**config.mk**
```make
export PLATFORM = sky130hd
export DESIGN_NAME = gelu_div
export DESIGN_NICKNAME = d
export VERILOG_FILES = /design/src/gelu_pkg.sv /design/src/gelu_div.sv
export SDC_FILE = /design/constraint.sdc
export NUM_CORES = 2
export LEC_CHECK = 0
export BUFFER_PORTS_ARGS = -buffer_cell sky130_fd_sc_hd__buf_2
export CELL_PAD_IN_SITES_DETAIL_PLACEMENT = 0
export CELL_PAD_IN_SITES_GLOBAL_PLACEMENT = 1
export CORE_MARGIN = 2
export CORE_UTILIZATION = 50
export CTS_CLUSTER_SIZE = 14
export DETAILED_ROUTE_END_ITERATION = 10
export PLACE_DENSITY_LB_ADDON = 0.1
export SYNTH_ARGS = -nofsm -noshare
export SYNTH_HDL_FRONTEND = slang
export SYNTH_MEMORY_MAX_BITS = 65536
export SYNTH_SLANG_ARGS = --single-unit
```
**constraint.sdc**
```tcl
create_clock -name clk_i -period 4.8 [get_ports clk_i]
set_clock_uncertainty 0.15 [all_clocks]
set_input_delay 0.24 -clock clk_i [delete_from_list [all_inputs] [get_ports clk_i]]
set_output_delay 0.24 -clock clk_i [all_outputs]
set_load 0.1 [all_outputs]
```
**src/gelu_pkg.sv**
```systemverilog
// ============================================================================
// gelu_pkg: shared constants for the tanh-approximated GELU pipeline
// Fixed-point formats and coefficients used by the pipeline sections.
// ============================================================================
`default_nettype none

package gelu_pkg;

  // Clamp point of |x| for the sigmoid argument, in whole units
  localparam int unsigned CLAMP_INT = 8;

  // Front-end formats
  localparam int unsigned A16_W  = 20;  // |x| clamped, Q16, at most 2^19
  localparam int unsigned X2_W   = 23;  // x^2 in Q16
  localparam int unsigned T_W    = 20;  // 2*sqrt(2/pi)*|x| in Q16
  localparam int unsigned POLY_W = 26;  // 1 + 0.044715*x^2 in Q24
  localparam int unsigned M_W    = 22;  // |z| in Q16

  // Coefficients in Q24
  localparam logic [24:0] K_SCALE_Q24 = 25'd26772563;
  localparam logic [19:0] K_CUBIC_Q24 = 20'd750193;

  // Exponential: range reduction and series
  localparam int unsigned R_W    = 30;              // reduced argument, Q30
  localparam int unsigned ACC_W  = 31;              // series value, Q30, up to 1.0
  localparam int unsigned E_W    = ACC_W;           // exp(-|z|), Q30
  localparam int unsigned N_W    = 7;               // count of ln2 steps
  localparam int unsigned EXP_TERMS = 10;
  localparam logic [29:0] LN2_Q30   = 30'd744261118;
  localparam logic [16:0] N_RECIP   = 17'd94548;    // floor(2^46 / LN2_Q30)
  localparam int unsigned N_RECIP_SHIFT = 32;
  localparam logic [ACC_W-1:0] Q30_ONE = 31'h4000_0000;

  // Sigmoid division
  localparam int unsigned S_W   = 31;  // sigmoid, Q30, up to 1.0
  localparam int unsigned DEN_W = 32;  // 1 + e, Q30
  localparam int unsigned NUM_W = 61;  // numerator, Q60 plus rounding term

endpackage

`default_nettype wire

```
**src/gelu_div.sv**
```systemverilog
// ============================================================================
// gelu_div: sigmoid by restoring division
// Forms 1 + e and the rounded numerator, then one quotient bit per stage.
// ============================================================================
`default_nettype none

module gelu_div import gelu_pkg::*; #(
  parameter int SIDE_W = 18
) (
  input  wire logic              clk_i,
  input  wire logic              rst_ni,
  input  wire logic              en_i,
  input  wire logic              valid_i,
  input  wire logic [E_W-1:0]    e_i,
  input  wire logic              neg_i,
  input  wire logic [SIDE_W-1:0] side_i,
  output logic                   valid_o,
  output logic [S_W-1:0]         s_o,
  output logic [SIDE_W-1:0]      side_o
);

  logic [DEN_W-1:0] den;
  logic [NUM_W-1:0] num;

  logic              v_q    [S_W+1];
  logic [DEN_W-1:0]  den_q  [S_W+1];
  logic [S_W-1:0]    rem_q  [S_W+1];
  logic [S_W-1:0]    low_q  [S_W+1];
  logic [S_W-1:0]    quo_q  [S_W+1];
  logic [SIDE_W-1:0] side_q [S_W+1];

  // Denominator and numerator with the half-divisor rounding term
  assign den = DEN_W'(Q30_ONE) + DEN_W'(e_i);
  assign num = (neg_i ? (NUM_W'(e_i) << 30) : (NUM_W'(1) << 60)) + NUM_W'(den >> 1);

  always_ff @(posedge clk_i or negedge rst_ni) begin
    if (!rst_ni) begin
      v_q[0] <= 1'b0;
    end else if (en_i) begin
      v_q[0] <= valid_i;
    end
  end

  always_ff @(posedge clk_i) begin
    if (en_i) begin
      den_q[0]  <= den;
      rem_q[0]  <= S_W'(num[NUM_W-1:S_W]);
      low_q[0]  <= num[S_W-1:0];
      quo_q[0]  <= '0;
      side_q[0] <= side_i;
    end
  end

  // One quotient bit per stage, most significant first
  for (genvar i = 0; i < S_W; i++) begin : g_bit
    logic [DEN_W-1:0] trial;
    logic             ge;

    assign trial = {rem_q[i], low_q[i][S_W-1-i]};
    assign ge    = (trial >= den_q[i]);

    always_ff @(posedge clk_i or negedge rst_ni) begin
      if (!rst_ni) begin
        v_q[i+1] <= 1'b0;
      end else if (en_i) begin
        v_q[i+1] <= v_q[i];
      end
    end

    always_ff @(posedge clk_i) begin
      if (en_i) begin
        rem_q[i+1]  <= ge ? S_W'(trial - den_q[i]) : S_W'(trial);
        quo_q[i+1]  <= quo_q[i] | (S_W'(ge) << (S_W-1-i));
        den_q[i+1]  <= den_q[i];
        low_q[i+1]  <= low_q[i];
        side_q[i+1] <= side_q[i];
      end
    end
  end

  assign valid_o = v_q[S_W];
  assign s_o     = quo_q[S_W];
  assign side_o  = side_q[S_W];

endmodule

`default_nettype wire

```
# == Word level (Yosys, flattened, before mapping) ==
# Memory sizes are Yosys's and may differ from the RTL's.
# Index checks and enable logic that the tools add are counted.
# totals
ff_bits,32
latch_bits,0
ram_bits,4576
rom_bits,0
inputBits,54
output_inout_bits,50
elab_cells,166
memories,5
# mem_list
memory,words,word_bits,read_ports,rd_ports_with_merged_regs,write_ports,line,text
den_q,32,32,31,0,32,gelu_div.sv:26,logic [DEN_W-1:0] den_q [S_W+1];
low_q,32,31,31,0,32,gelu_div.sv:28,logic [S_W-1:0] low_q [S_W+1];
quo_q,32,31,32,0,32,gelu_div.sv:29,logic [S_W-1:0] quo_q [S_W+1];
rem_q,32,31,31,0,32,gelu_div.sv:27,logic [S_W-1:0] rem_q [S_W+1];
side_q,32,18,32,0,32,gelu_div.sv:30,logic [SIDE_W-1:0] side_q [S_W+1];
# op_classes
n_addsub,33
multipliers,0
n_div,0
magnitude_cmp,31
eq_ne,0
n_shift,0
n_mux,34
bitwise,31
reduce_logical,0
# op_table
operator,count
>= comparator 32 bit,31
2-to-1 mux 31 bit,31
subtractor 31 bit,31
adder 61 x 31 -> 61 bit,1
2-to-1 mux 61 bit,1
"adder 31 x 31 -> 32 bit, first input constant",1
OR 31 x 1 -> 31 bit,1
OR 31 x 10 -> 31 bit,1
OR 31 x 11 -> 31 bit,1
OR 31 x 12 -> 31 bit,1
OR 31 x 13 -> 31 bit,1
OR 31 x 14 -> 31 bit,1
OR 31 x 15 -> 31 bit,1
OR 31 x 16 -> 31 bit,1
OR 31 x 17 -> 31 bit,1
OR 31 x 18 -> 31 bit,1
OR 31 x 19 -> 31 bit,1
OR 31 x 2 -> 31 bit,1
OR 31 x 20 -> 31 bit,1
OR 31 x 21 -> 31 bit,1
OR 31 x 22 -> 31 bit,1
OR 31 x 23 -> 31 bit,1
OR 31 x 24 -> 31 bit,1
OR 31 x 25 -> 31 bit,1
other kinds (14),15

# == Longest topological paths before layout ==
# depth
depth_word,2
ltp_mapped,16
mapped_depth_nobuf,15

# == Least setup slack after synthesis ==
# No wires, ideal clock.
# synth_timing
path_kind,register -> register
from,memory den_q[10][0] (netlist: den_q[1][64])
to,memory rem_q[11][23] (data pin)
setup_time_ns,0.260
t_arrival_ns,3.441
required_time_ns,4.390
path_slack_ns,0.949
path_stages_with_launch,15
path_buffers,1
synth_period_minus_slack_ns,3.851
path_cell_list,edfxtp_1 -> ha_1 -> fa_1 -> nand2b_1 -> a21oi_1 -> nor3_1 -> o31ai_1 -> a31oi_1 -> o31ai_1 -> a31o_2 -> a21oi_1 -> o21ai_0 -> a21o_1 -> buf_4 -> mux2_2
# synth_lines
item,line
from (decl),gelu_div.sv:26
to (decl),gelu_div.sv:27

==> metrics <==
busiest grt layer=met2; row count=203; Avg WL per Cell=about 20 um; WP buf/inv=3; most common cell in the synthesized netlist=edfxtp_1; Max Root-Sink Buffers=4; layout net count=13700; Mapped Cells=12200; crit path DAT=5010 ps; GR Overflow Total=0; CP startpoint kind=flip-flop; switching pwr=39.0 mW; Via Count=94000; all-layer global routing usage=0.212; met3 usage=0.0246; # DRC=0; number of flops mapped to enable cells by yosys=3025; syn nets=13300; Syn Area/Cell=12.5 sq um; first-pass GRT wire length=524 mm; via density per instance=5.52; status=finished clean; clock network fraction of design power=0.228; die area=between 300000 and 400000 sq um; Synth async-reset ratio=0.0105; Crit Path Category=flip-flop to flip-flop; Inserted Clock Buffers=about 330; Power Dens Cells=between 600 and 700 nW/um^2; met2 usage=0.329; Sequential Power Share=0.367; FMAX=222 MHz; CTS tree=yes; DRT iter0 DRCs=7680; yosys warns=0; Slew @ Worst Pin=around 1200 ps; Routed WL=336 mm; Max Slew Vio Count=0; final count of hold timing violations=0; Setup Viol. Count Final=0; required time worst endpoint=5300 ps; Synth top area share=0.591; GP Congestion=0.915; initial antenna violation count=9; I/O pin cnt=~100; Gate power share=0.404; Die X=~560 um; synthesis-to-layout area growth=11.8%; switching share of total power=0.352; I/O Buffers=103; CTS Root Cell=clkbuf_16; crit-path max cell delay=520 ps; Primary FF master, synth=edfxtp_1; Critical Path End Type=flip-flop; Finished Core Util=0.562; Final ANT Viol Nets=0; Tmin final=~4500 ps; final setup TNS=0 ps; maximum vdd drop=331 uV; leading area contributor after synthesis=edfxtp_1; Worst-Skew Late Latency=940 ps; clock sink total=3057; M1 GR Usage=0.319; layout cells sized above 1=0.102; post-DP HPWL=roughly 250 mm; Core Area=306000 sq um; largest net degree at the start of global routing=between 150 and 200; Seq/Total Area, Yosys=0.597; initial core utilization=0.502; top post-synthesis cells by count=edfxtp_1 (3025), inv_1 (1199), ha_1 (993); Die Height=558 um; clk slew on worst S/H paths=60 ps; HP Class=primary input to flip-flop; crit-path cells=inv_1, ha_1, fa_1, nor2b_1, o21a_1, o21ai_0, a211oi_1, nor2_1, o21bai_1, a31oi_1, a21oi_1, o31ai_1, a21o_1, inv_2, buf_4, mux2_2; Resized Gates After CTS=0; number of global-route vias before repair=91100; top post-synthesis cells by area=edfxtp_1 (59%), ha_1 (8.1%), mux2_2 (3.4%); final worst-path cycle share=0.940; Critical-path top delay cell=a211oi_1; max_cap viols=0; hold-fix buffers at CTS=between 100 and 150; FF+latch count, synth=3057; first drt pass iteration count=8; unrepaired setup endpoints after global routing=false; synth unique cells=between 90 and 100; Leakage=69.1 nW; setup bufs post-CTS=0; # H-tree levels=5; P_int=71.9 mW; CP delay by family, top=compound AO/OA/AOI/OAI gates; synthesized area=between 150000 and 200000 sq um; Slew Limit Headroom=0.181; maximum fanout along the worst path=17
==> cell families (layout without fill, tap and decap cells) <==
kind of cell             count (synthesis)  count (layout)  synth area share
adder cells (fa/ha/maj)               1023            1023            0.0848
flip-flops                            3057            3057             0.597
multiplexers                           549             549            0.0406
AND/OR/NAND/NOR                       2289            2289            0.0708
XOR/XNOR                               835             835            0.0476
AO/OA/AOI/OAI                         3001            3001             0.121
other                                    0               3                 0
buffers and inverters                 1490            2165            0.0383
==> stage by stage <==
stage	power [mW]	setup WS, ps	area (sq um)	cells	hold WS [ps]
final	111	290	172000	17000	91.7
after global routing	118	34.9	172000	17000	43.4
after CTS	112	337	172000	17000	2.78
after detailed placement	85.6	361	160000	16300	175
after floorplan	73.5	949	154000	12200	-206
after global placement	85.1	423	160000	16300	158
==> power groups by stage <==
stage | Clock (mW) | Sequential [mW] | Combinational (mW)
floorplan | 0 | 39.3 | 34.2
global placement | 0 | 41.5 | 43.7
detailed placement | 0 | 41.4 | 44.2
CTS | 26.1 | 40.9 | 44.7
global route | 27.1 | 41.3 | 50.0
finish | 25.3 | 40.8 | 44.9
==> state kept, by name, summed over array words and instances, names as in the netlist <==
register,cells
rem_q,960
low_q,1
side_q,576
den_q,992
quo_q,496
valid_o,1
v_q,31
==> cells in the final DEF, fill, tap and decap left out, types with 38 or more instances in the layout <==
cell,synthesis,final
clkbuf_1,178,63
a31oi_1,90,90
nor2_1,558,558
a21oi_1,953,950
buf_4,53,105
a21boi_0,40,40
o21bai_1,100,100
o21ai_0,744,744
mux2i_1,38,38
xnor2_1,514,514
and3_1,80,80
buf_2,34,102
and2_1,62,62
inv_1,1199,1199
o31ai_1,58,55
clkinv_2,0,62
or3_1,39,39
nor2b_1,153,153
xor2_1,321,321
nand2b_1,138,138
ha_1,993,993
edfxtp_1,3025,3025
clkinv_1,0,65
nand3_1,181,181
nand2_1,729,729
a211oi_1,49,49
clkbuf_16,0,337
mux2_2,457,457
o21a_1,115,114
nor3_1,107,106
dlygate4sd3_1,0,101
nand4_1,125,125
a21o_1,489,489
buf_12,0,52
==> layout make-up <==
type	instances	area (sq um)
timing repair buffer	360	3350
clock buffer	404	8720
fill	25300	134000
antenna	3	7.51
sequential	3057	91600
multi-input combinational	7697	56300
tap	4100	5130
clock inverter	201	2100
inverter	1200	4500
==> worst paths after layout <==
kind                            endpoint  slack, ps  cells past startpoint    startpoint
max                        rem_q[27][18]        290                     16  den_q[3][69]
min                         den_q[0][17]         90                      2       e_i[17]
max reg2reg                rem_q[27][18]        290                     16  den_q[3][69]
min reg2reg                quo_q[3][113]        220                      0  quo_q[3][82]
max in group asynchronous        v_q[31]       4100                      4        rst_ni
min in group asynchronous         v_q[7]        240                      4        rst_ni
==> layer usage <==
layer / wire, um / vias up
met2: 149000 / 2030
li1: - / 46000
met4: 7970 / 6
met3: 15300 / 502
met5: 34 / -
met1: 163000 / 45500
Note: power is estimated with default switching activity, not from simulation.
