## config.mk

```make
export PLATFORM = sky130hd
export DESIGN_NAME = gelu_poly
export DESIGN_NICKNAME = d
export VERILOG_FILES = /design/src/gelu_pkg.sv /design/src/gelu_poly.sv
export SDC_FILE = /design/constraint.sdc
export NUM_CORES = 2
export LEC_CHECK = 0
export ABC_AREA = 1
export BUFFER_PORTS_ARGS = -buffer_cell sky130_fd_sc_hd__buf_4
export CAP_MARGIN = 30
export CORE_MARGIN = 8
export CORE_UTILIZATION = 30
export DETAILED_ROUTE_END_ITERATION = 8
export SLEW_MARGIN = 30
export SYNTH_ARGS = -nofsm -noshare
export SYNTH_HDL_FRONTEND = slang
export SYNTH_SLANG_ARGS = --single-unit
```

## constraint.sdc

```tcl
create_clock -name clk_i -period 6.75 [get_ports clk_i]
set_input_delay 0.675 -clock clk_i [delete_from_list [all_inputs] [get_ports clk_i]]
set_output_delay 0.675 -clock clk_i [all_outputs]
set_load 0.05 [all_outputs]
```

## src/gelu_pkg.sv

```systemverilog
// ============================================================================
// gelu_pkg: shared constants for the tanh-approximated GELU pipeline
// Fixed-point formats and coefficients used by the pipeline sections.
// ============================================================================
`default_nettype none

package gelu_pkg;

  // Clamp point of |x| for the sigmoid argument, in whole units
  localparam int unsigned CLAMP_INT = 8;

  // Front-end formats
  localparam int unsigned A16_W  = 20;  // |x| clamped, Q16, at most 2^19
  localparam int unsigned X2_W   = 23;  // x^2 in Q16
  localparam int unsigned T_W    = 20;  // 2*sqrt(2/pi)*|x| in Q16
  localparam int unsigned POLY_W = 26;  // 1 + 0.044715*x^2 in Q24
  localparam int unsigned M_W    = 22;  // |z| in Q16

  // Coefficients in Q24
  localparam logic [24:0] K_SCALE_Q24 = 25'd26772563;
  localparam logic [19:0] K_CUBIC_Q24 = 20'd750193;

  // Exponential: range reduction and series
  localparam int unsigned R_W    = 30;              // reduced argument, Q30
  localparam int unsigned ACC_W  = 31;              // series value, Q30, up to 1.0
  localparam int unsigned E_W    = ACC_W;           // exp(-|z|), Q30
  localparam int unsigned N_W    = 7;               // count of ln2 steps
  localparam int unsigned EXP_TERMS = 10;
  localparam logic [29:0] LN2_Q30   = 30'd744261118;
  localparam logic [16:0] N_RECIP   = 17'd94548;    // floor(2^46 / LN2_Q30)
  localparam int unsigned N_RECIP_SHIFT = 32;
  localparam logic [ACC_W-1:0] Q30_ONE = 31'h4000_0000;

  // Sigmoid division
  localparam int unsigned S_W   = 31;  // sigmoid, Q30, up to 1.0
  localparam int unsigned DEN_W = 32;  // 1 + e, Q30
  localparam int unsigned NUM_W = 61;  // numerator, Q60 plus rounding term

endpackage

`default_nettype wire

```

## src/gelu_poly.sv

```systemverilog
// ============================================================================
// gelu_poly: magnitude, clamp and sigmoid argument
// Four stages: sign/magnitude and clamp to Q16, x^2 and scaled x, the cubic
// term, then |z| = t * poly.
// ============================================================================
`default_nettype none

module gelu_poly import gelu_pkg::*; #(
  parameter int DATA_WIDTH = 16,
  parameter int FRAC_BITS  = 12
) (
  input  wire logic                  clk_i,
  input  wire logic                  rst_ni,
  input  wire logic                  en_i,
  input  wire logic                  valid_i,
  input  wire logic [DATA_WIDTH-1:0] sample_i,
  input  wire logic                  last_i,
  output logic                       valid_o,
  output logic [M_W-1:0]             m_o,
  output logic [DATA_WIDTH+1:0]      side_o   // {last, neg, mag}
);

  localparam int SIDE_W = DATA_WIDTH + 2;
  localparam logic [32:0] BOUND = 33'(CLAMP_INT) << FRAC_BITS;

  logic                  neg;
  logic [DATA_WIDTH-1:0] mag;
  logic [32:0]           mag_x;
  logic [32:0]           a_c;
  logic [A16_W-1:0]      a16;
  logic [39:0]           sq_prod;
  logic [44:0]           t_prod;
  logic [42:0]           cub_prod;
  logic [45:0]           m_prod;

  logic [3:0]            valid_q;
  logic [A16_W-1:0]      a16_q;
  logic [X2_W-1:0]       x2_q;
  logic [T_W-1:0]        t2_q;
  logic [T_W-1:0]        t3_q;
  logic [POLY_W-1:0]     poly_q;
  logic [M_W-1:0]        m_q;
  logic [SIDE_W-1:0]     side_q [4];

  // Sign, magnitude and clamp
  assign neg   = sample_i[DATA_WIDTH-1];
  assign mag   = neg ? (~sample_i + 1'b1) : sample_i;
  assign mag_x = 33'(mag);
  assign a_c   = (mag_x < BOUND) ? mag_x : BOUND;

  // Bring the clamped value to Q16
  if (FRAC_BITS <= 16) begin : g_up
    assign a16 = A16_W'(a_c << (16 - FRAC_BITS));
  end else begin : g_dn
    assign a16 = A16_W'((a_c + (33'd1 << (FRAC_BITS - 17))) >> (FRAC_BITS - 16));
  end

  assign sq_prod  = 40'(a16_q) * 40'(a16_q);
  assign t_prod   = 45'(a16_q) * 45'(K_SCALE_Q24);
  assign cub_prod = 43'(x2_q) * 43'(K_CUBIC_Q24);
  assign m_prod   = 46'(t3_q) * 46'(poly_q);

  // Advance valid bits
  always_ff @(posedge clk_i or negedge rst_ni) begin
    if (!rst_ni) begin
      valid_q <= '0;
    end else if (en_i) begin
      valid_q <= {valid_q[2:0], valid_i};
    end
  end

  // Datapath stages
  always_ff @(posedge clk_i) begin
    if (en_i) begin
      a16_q     <= a16;
      side_q[0] <= {last_i, neg, mag};
      x2_q      <= X2_W'(sq_prod >> 16);
      t2_q      <= T_W'(t_prod >> 24);
      side_q[1] <= side_q[0];
      poly_q    <= POLY_W'(26'd1 << 24) + POLY_W'(cub_prod >> 16);
      t3_q      <= t2_q;
      side_q[2] <= side_q[1];
      m_q       <= M_W'(m_prod >> 24);
      side_q[3] <= side_q[2];
    end
  end

  assign valid_o = valid_q[3];
  assign m_o     = m_q;
  assign side_o  = side_q[3];

endmodule

`default_nettype wire

```

Word-level counts from Yosys, hierarchy flattened:

Memory sizes are Yosys's and may differ from the RTL's.
Cells that the tools add are included.

* register bits after elaboration: 131
* latch bits: 0
* bits in writable memories: 72
* bits in read-only memories: 0
* input bits: 21
* output and inout bits: 41
* logic and storage cells: 19
* memories: 1

Memories
* side_q: depth 4, bits a word 18, read ports 4, clocked after Yosys merged registers in 0, write ports 4, RTL line gelu_poly.sv:43 `logic [SIDE_W-1:0] side_q [4];`

* $add $sub $neg: 2
* $mul: 4
* divide/modulo/power cells: 0
* $lt $le $gt $ge: 1
* equality and inequality tests: 0
* shift-type cells: 0
* multiplexer cells: 3
* bitwise logic cells: 1
* reduce and logical (&&, ||, !) cells: 0

Operators with widths (count)
* $mul A20 B26 Y46: 1
* $mul A23 B20 Y42 const B: 1
* $mul A16 B25 Y40 const B: 1
* $mul A16 B16 Y31: 1
* $add A25 B26 Y26 const A: 1
* $add A16 B1 Y16 const B: 1
* $lt A16 B16 Y1 const B: 1
* $mux W16: 1
* $not A16 Y16: 1
* $mux W1: 2

Depth between registers and ports, before layout:

* depth after elaboration: 4
* depth in mapped cells: 28
* depth with buffers taken out: 26

Worst setup path after synthesis:

OpenSTA, ideal clock, no wires.

* path type: flip-flop to flip-flop
* start: register t3_q[5]
* end: register m_q[18] (netlist: m_o[18]), data pin
* library setup time: 0.252 ns
* data arrival time: 5.708 ns
* data required time: 6.498 ns
* path slack: 0.790 ns
* cell stages (with the launch flop): 28
* buffers on the path: 2
* clock period less this slack: 5.960 ns
* cells stage by stage: edfxtp_1 > clkbuf_1 > clkbuf_1 > nand2_1 > fa_1 > inv_1 > fa_1 > inv_1 > fa_1 > inv_1 > fa_1 > fa_1 > fa_1 > inv_1 > fa_1 > inv_1 > ha_1 > nand2_1 > nor2_2 > inv_1 > nor2_1 > inv_1 > nor3_1 > nand2_1 > nand2_1 > nand2_1 > nand3_1 > nand2_1

* longest elaborated chain between the ends: 1

Ends and longest elaborated chain
* from (decl): RTL line gelu_poly.sv:40 `logic [T_W-1:0] t3_q;`
* from (signal assigned): RTL line gelu_poly.sv:81 `t3_q <= t2_q;`
* $mul A20 B26 Y46: RTL line gelu_poly.sv:61 `assign m_prod = 46'(t3_q) * 46'(poly_q);`
* named net m_prod[42]: RTL line gelu_poly.sv:34 `logic [45:0] m_prod;`
* to (signal assigned): RTL line gelu_poly.sv:83 `m_q <= M_W'(m_prod >> 24);`
* to (decl): RTL line gelu_poly.sv:42 `logic [M_W-1:0] m_q;`

The timed path passes the listed nets, and every way through them passes these cells.
A chain may end at the register's enable or synchronous reset.

Worst setup path after layout:

* start: register t3_q[4]
* end: register m_q[18] (netlist: m_o[18]), data pin

Same word-level chain as after synthesis.

==> results.yml <==
critical_path:
  crit_path_max_incr_delay_ps: 840
  r2r_end: "m_o[18]"
  cp_num_buf_inv: 4
  start_kind: "flop"
  critPathCaptureType: "flop"
  crit_slowest_cell: "edfxtp_1"
  regToRegSetupSlack_ps: 250
  crit_type: "flop to flop"
  r2r_start: "t3_q[4]"
  crit_fanout: 16
  arrival_ps: 6850
  crit_cells: 22
  required_ps: 7100
  worst-r2r-cell-count: 22
  cp_cell_sequence: "nand2_1 -> fa_1 -> inv_1 -> fa_1 -> fa_1 -> fa_1 -> fa_1 -> fa_1 -> inv_1 -> fa_1 -> inv_1 -> ha_1 -> nand2_1 -> inv_1 -> a21oi_1 -> o21ai_0 -> a21oi_1 -> nand2_1 -> nand2_1 -> nand2_1 -> nand2_1 -> nand2_1"
  critPathTopFamily: "adder cells"
clocking:
  clk_latency_ps: 610
  cts-root-buf: "clkbuf_16"
  clockBufferDepth: 3
  h-tree-depth: 1
  cts.sinks: 203
  cts_tree: "built"
  numCtsBuffers: 27
  clkTransAtPathRegs_ps: 70
  ctsResizeCount: 0
finish:
  antenna_cells: 0
  areaGrowthSynthToFinish_pct: 9.439
  drive_above_1_share_pct: 4.713
  fin_nets: 6958
  final_cell_mix: "inv_1 (1547), nand2_1 (1143), fa_1 (838), ha_1 (646), nor2_1 (236)"
  final_common_cell: "inv_1"
  finish.utilization_pct: 32.97
synthesis:
  ys_ff_latch: 203
  syn_inst: 5388
  ys_warn_count: 0
  synthFlopType: "edfxtp_1"
  syn_nets: 6893
  synth_area_mm2: 0.04630
  async_flop_share_pct: 1.970
  synth-edff-count: 199
  yosysUniqueCellTypes: 45
  yosysSeqAreaShare_pct: 13.12
  avgSynthCellArea_um2: 8.594
grt:
  grt_max_degree: 118
  antenna_found_initial: 0
  overflow: 0
  grtUsageTotal_pct: 14.31
  grt_pass1_wl_um: 196200
  grt_pass1_vias: 36800
sta:
  finalMaxSlewViolations: 0
  relSlewSlack_pct: 45.56
  finalSetupViolCount: 0
  period_needed_ps: 6504
  max_slew.worst_pin.slew_ps: 816.6
  final_hold_viol_count: 0
  hold_ws_ps: 241.2
  max_freq_ghz: 0.1538
  fin_skew_ps: 32.27
  fin_crit_sh_pct: 96.36
  fin_tns_setup_ps: 0
floorplan:
  fp.coreArea_mm2: 0.1537
  die_x_um: 408.9
  initial_core_util_pct: 30.13
  boundaryPins: 62
  die_h_um: 408.9
  fp.dieArea_mm2: 0.1672
  rows: 144
worst_hold_path:
  min_from: "last_i"
  hp-class: "input port to flop"
  holdPathEnd: "side_q[0][17]"
  min_path_cells: 1
detailed_routing:
  ant_nets: 0
  dr.pass1.iters: 6
  drcViolationCount: 0
  first_iter_violations: 2145
  drt-vias-per-instance: 4.500
  routed_wl_um: 119600
  num_vias: 33830
  wire_per_inst_um: 15.91
placed_design:
  post-dp-hpwl_um: 102900
  gp_congestion: 0.9243
  portBuffers: 61
run:
  maxCapViolCount: 0
status:
  outcome: "complete, no violations"
-- worst max-delay path by stage --
stage / end / slack (ps) / startpoint
2_1_floorplan: m_o[18] / 790 / t3_q[5]
5_1_grt: m_o[19] / -5 / t3_q[4]
6_report: m_o[18] / 250 / t3_q[4]
4_1_cts: m_o[18] / 100 / poly_q[11]
3_5_place_dp: m_o[18] / 130 / poly_q[11]
3_3_place_gp: m_o[18] / 140 / poly_q[11]
-- registers in the layout, summed over array words and instances, names as in the netlist --
register and cells:
poly_q 26, m_o 22, valid_q 4, t3_q 20, side_q 72, a16_q 16
t2_q 20, x2_q 23
-- cell usage after synthesis, types with 9 or more instances --
master,number,area (um2)
nand2_1,1143,4290
nand2_2,9,56.30
o21ai_0,92,460.4
xor2_1,58,508.0
o21a_1,15,112.6
o21bai_1,23,172.7
inv_1,1547,5807
a21o_1,20,150.1
edfxtp_1,199,5976
nor3_1,34,170.2
a21oi_1,179,895.9
nand4_1,23,143.9
xnor2_1,27,236.5
ha_1,646,8083
nand3_1,96,480.5
clkbuf_1,129,484.2
nor2_1,236,885.9
fa_1,838,16780
-- kinds of logic (layout without fill, tap and decap cells) --
kind of cell	count (synthesis)	after routing	share of synthesized area (%)
AOI/OAI and AO/OA	360	360	4.399
and+or+nand+nor	1568	1568	13.44
adders and majority gates	1484	1484	53.69
xor gates and xnor gates	85	85	1.608
muxes	2	2	0.04864
DFF	203	203	13.12
buffers and inverters	1686	1772	13.69
-- what timing repair did --
item | 4_1_cts | 5_1_grt
endpoints found under the setup margin | 0 | 18
hold buffers | 1 | 0
hold endpoints to repair | 4 | 0
buffers inserted | 0 | 24
-- metal layers --
metal | share of wire (%) | global-route usage (%) | vias to the layer above | routed length, um
met5 | 0 | 0 | - | 0
met4 | 2.1 | 2.640 | 0 | 2487
met3 | 5.2 | 2.054 | 168 | 6239
met2 | 48 | 24.85 | 822 | 57430
met1 | 45 | 19.09 | 16710 | 53460
li1 | - | - | 16130 | -
-- stage by stage --
step                cell area, um2  instances  worst slack [ps]
floorplan                    46300       5388             789.9
CTS                          50350       7493             99.88
global route                 50670       7518            -5.187
finish                       50670       7518             246.0
detailed placement           49470       7442             125.5
global placement             49470       7442             140.2
-- area by class of cell --
| cell class | count | area, um2 |
|---|---|---|
| clock buffer | 29 | 683.2 |
| clock inverter | 21 | 190.2 |
| fill | 15930 | 103000 |
| inverter | 1553 | 5829 |
| multi-input combinational | 3499 | 33890 |
| sequential | 203 | 6076 |
| tap | 2044 | 2557 |
| timing repair buffer | 169 | 1449 |
Power is left out: the tool's default activity adds up to more than one toggle a clock period on the data nets, which glitch-free logic cannot reach.
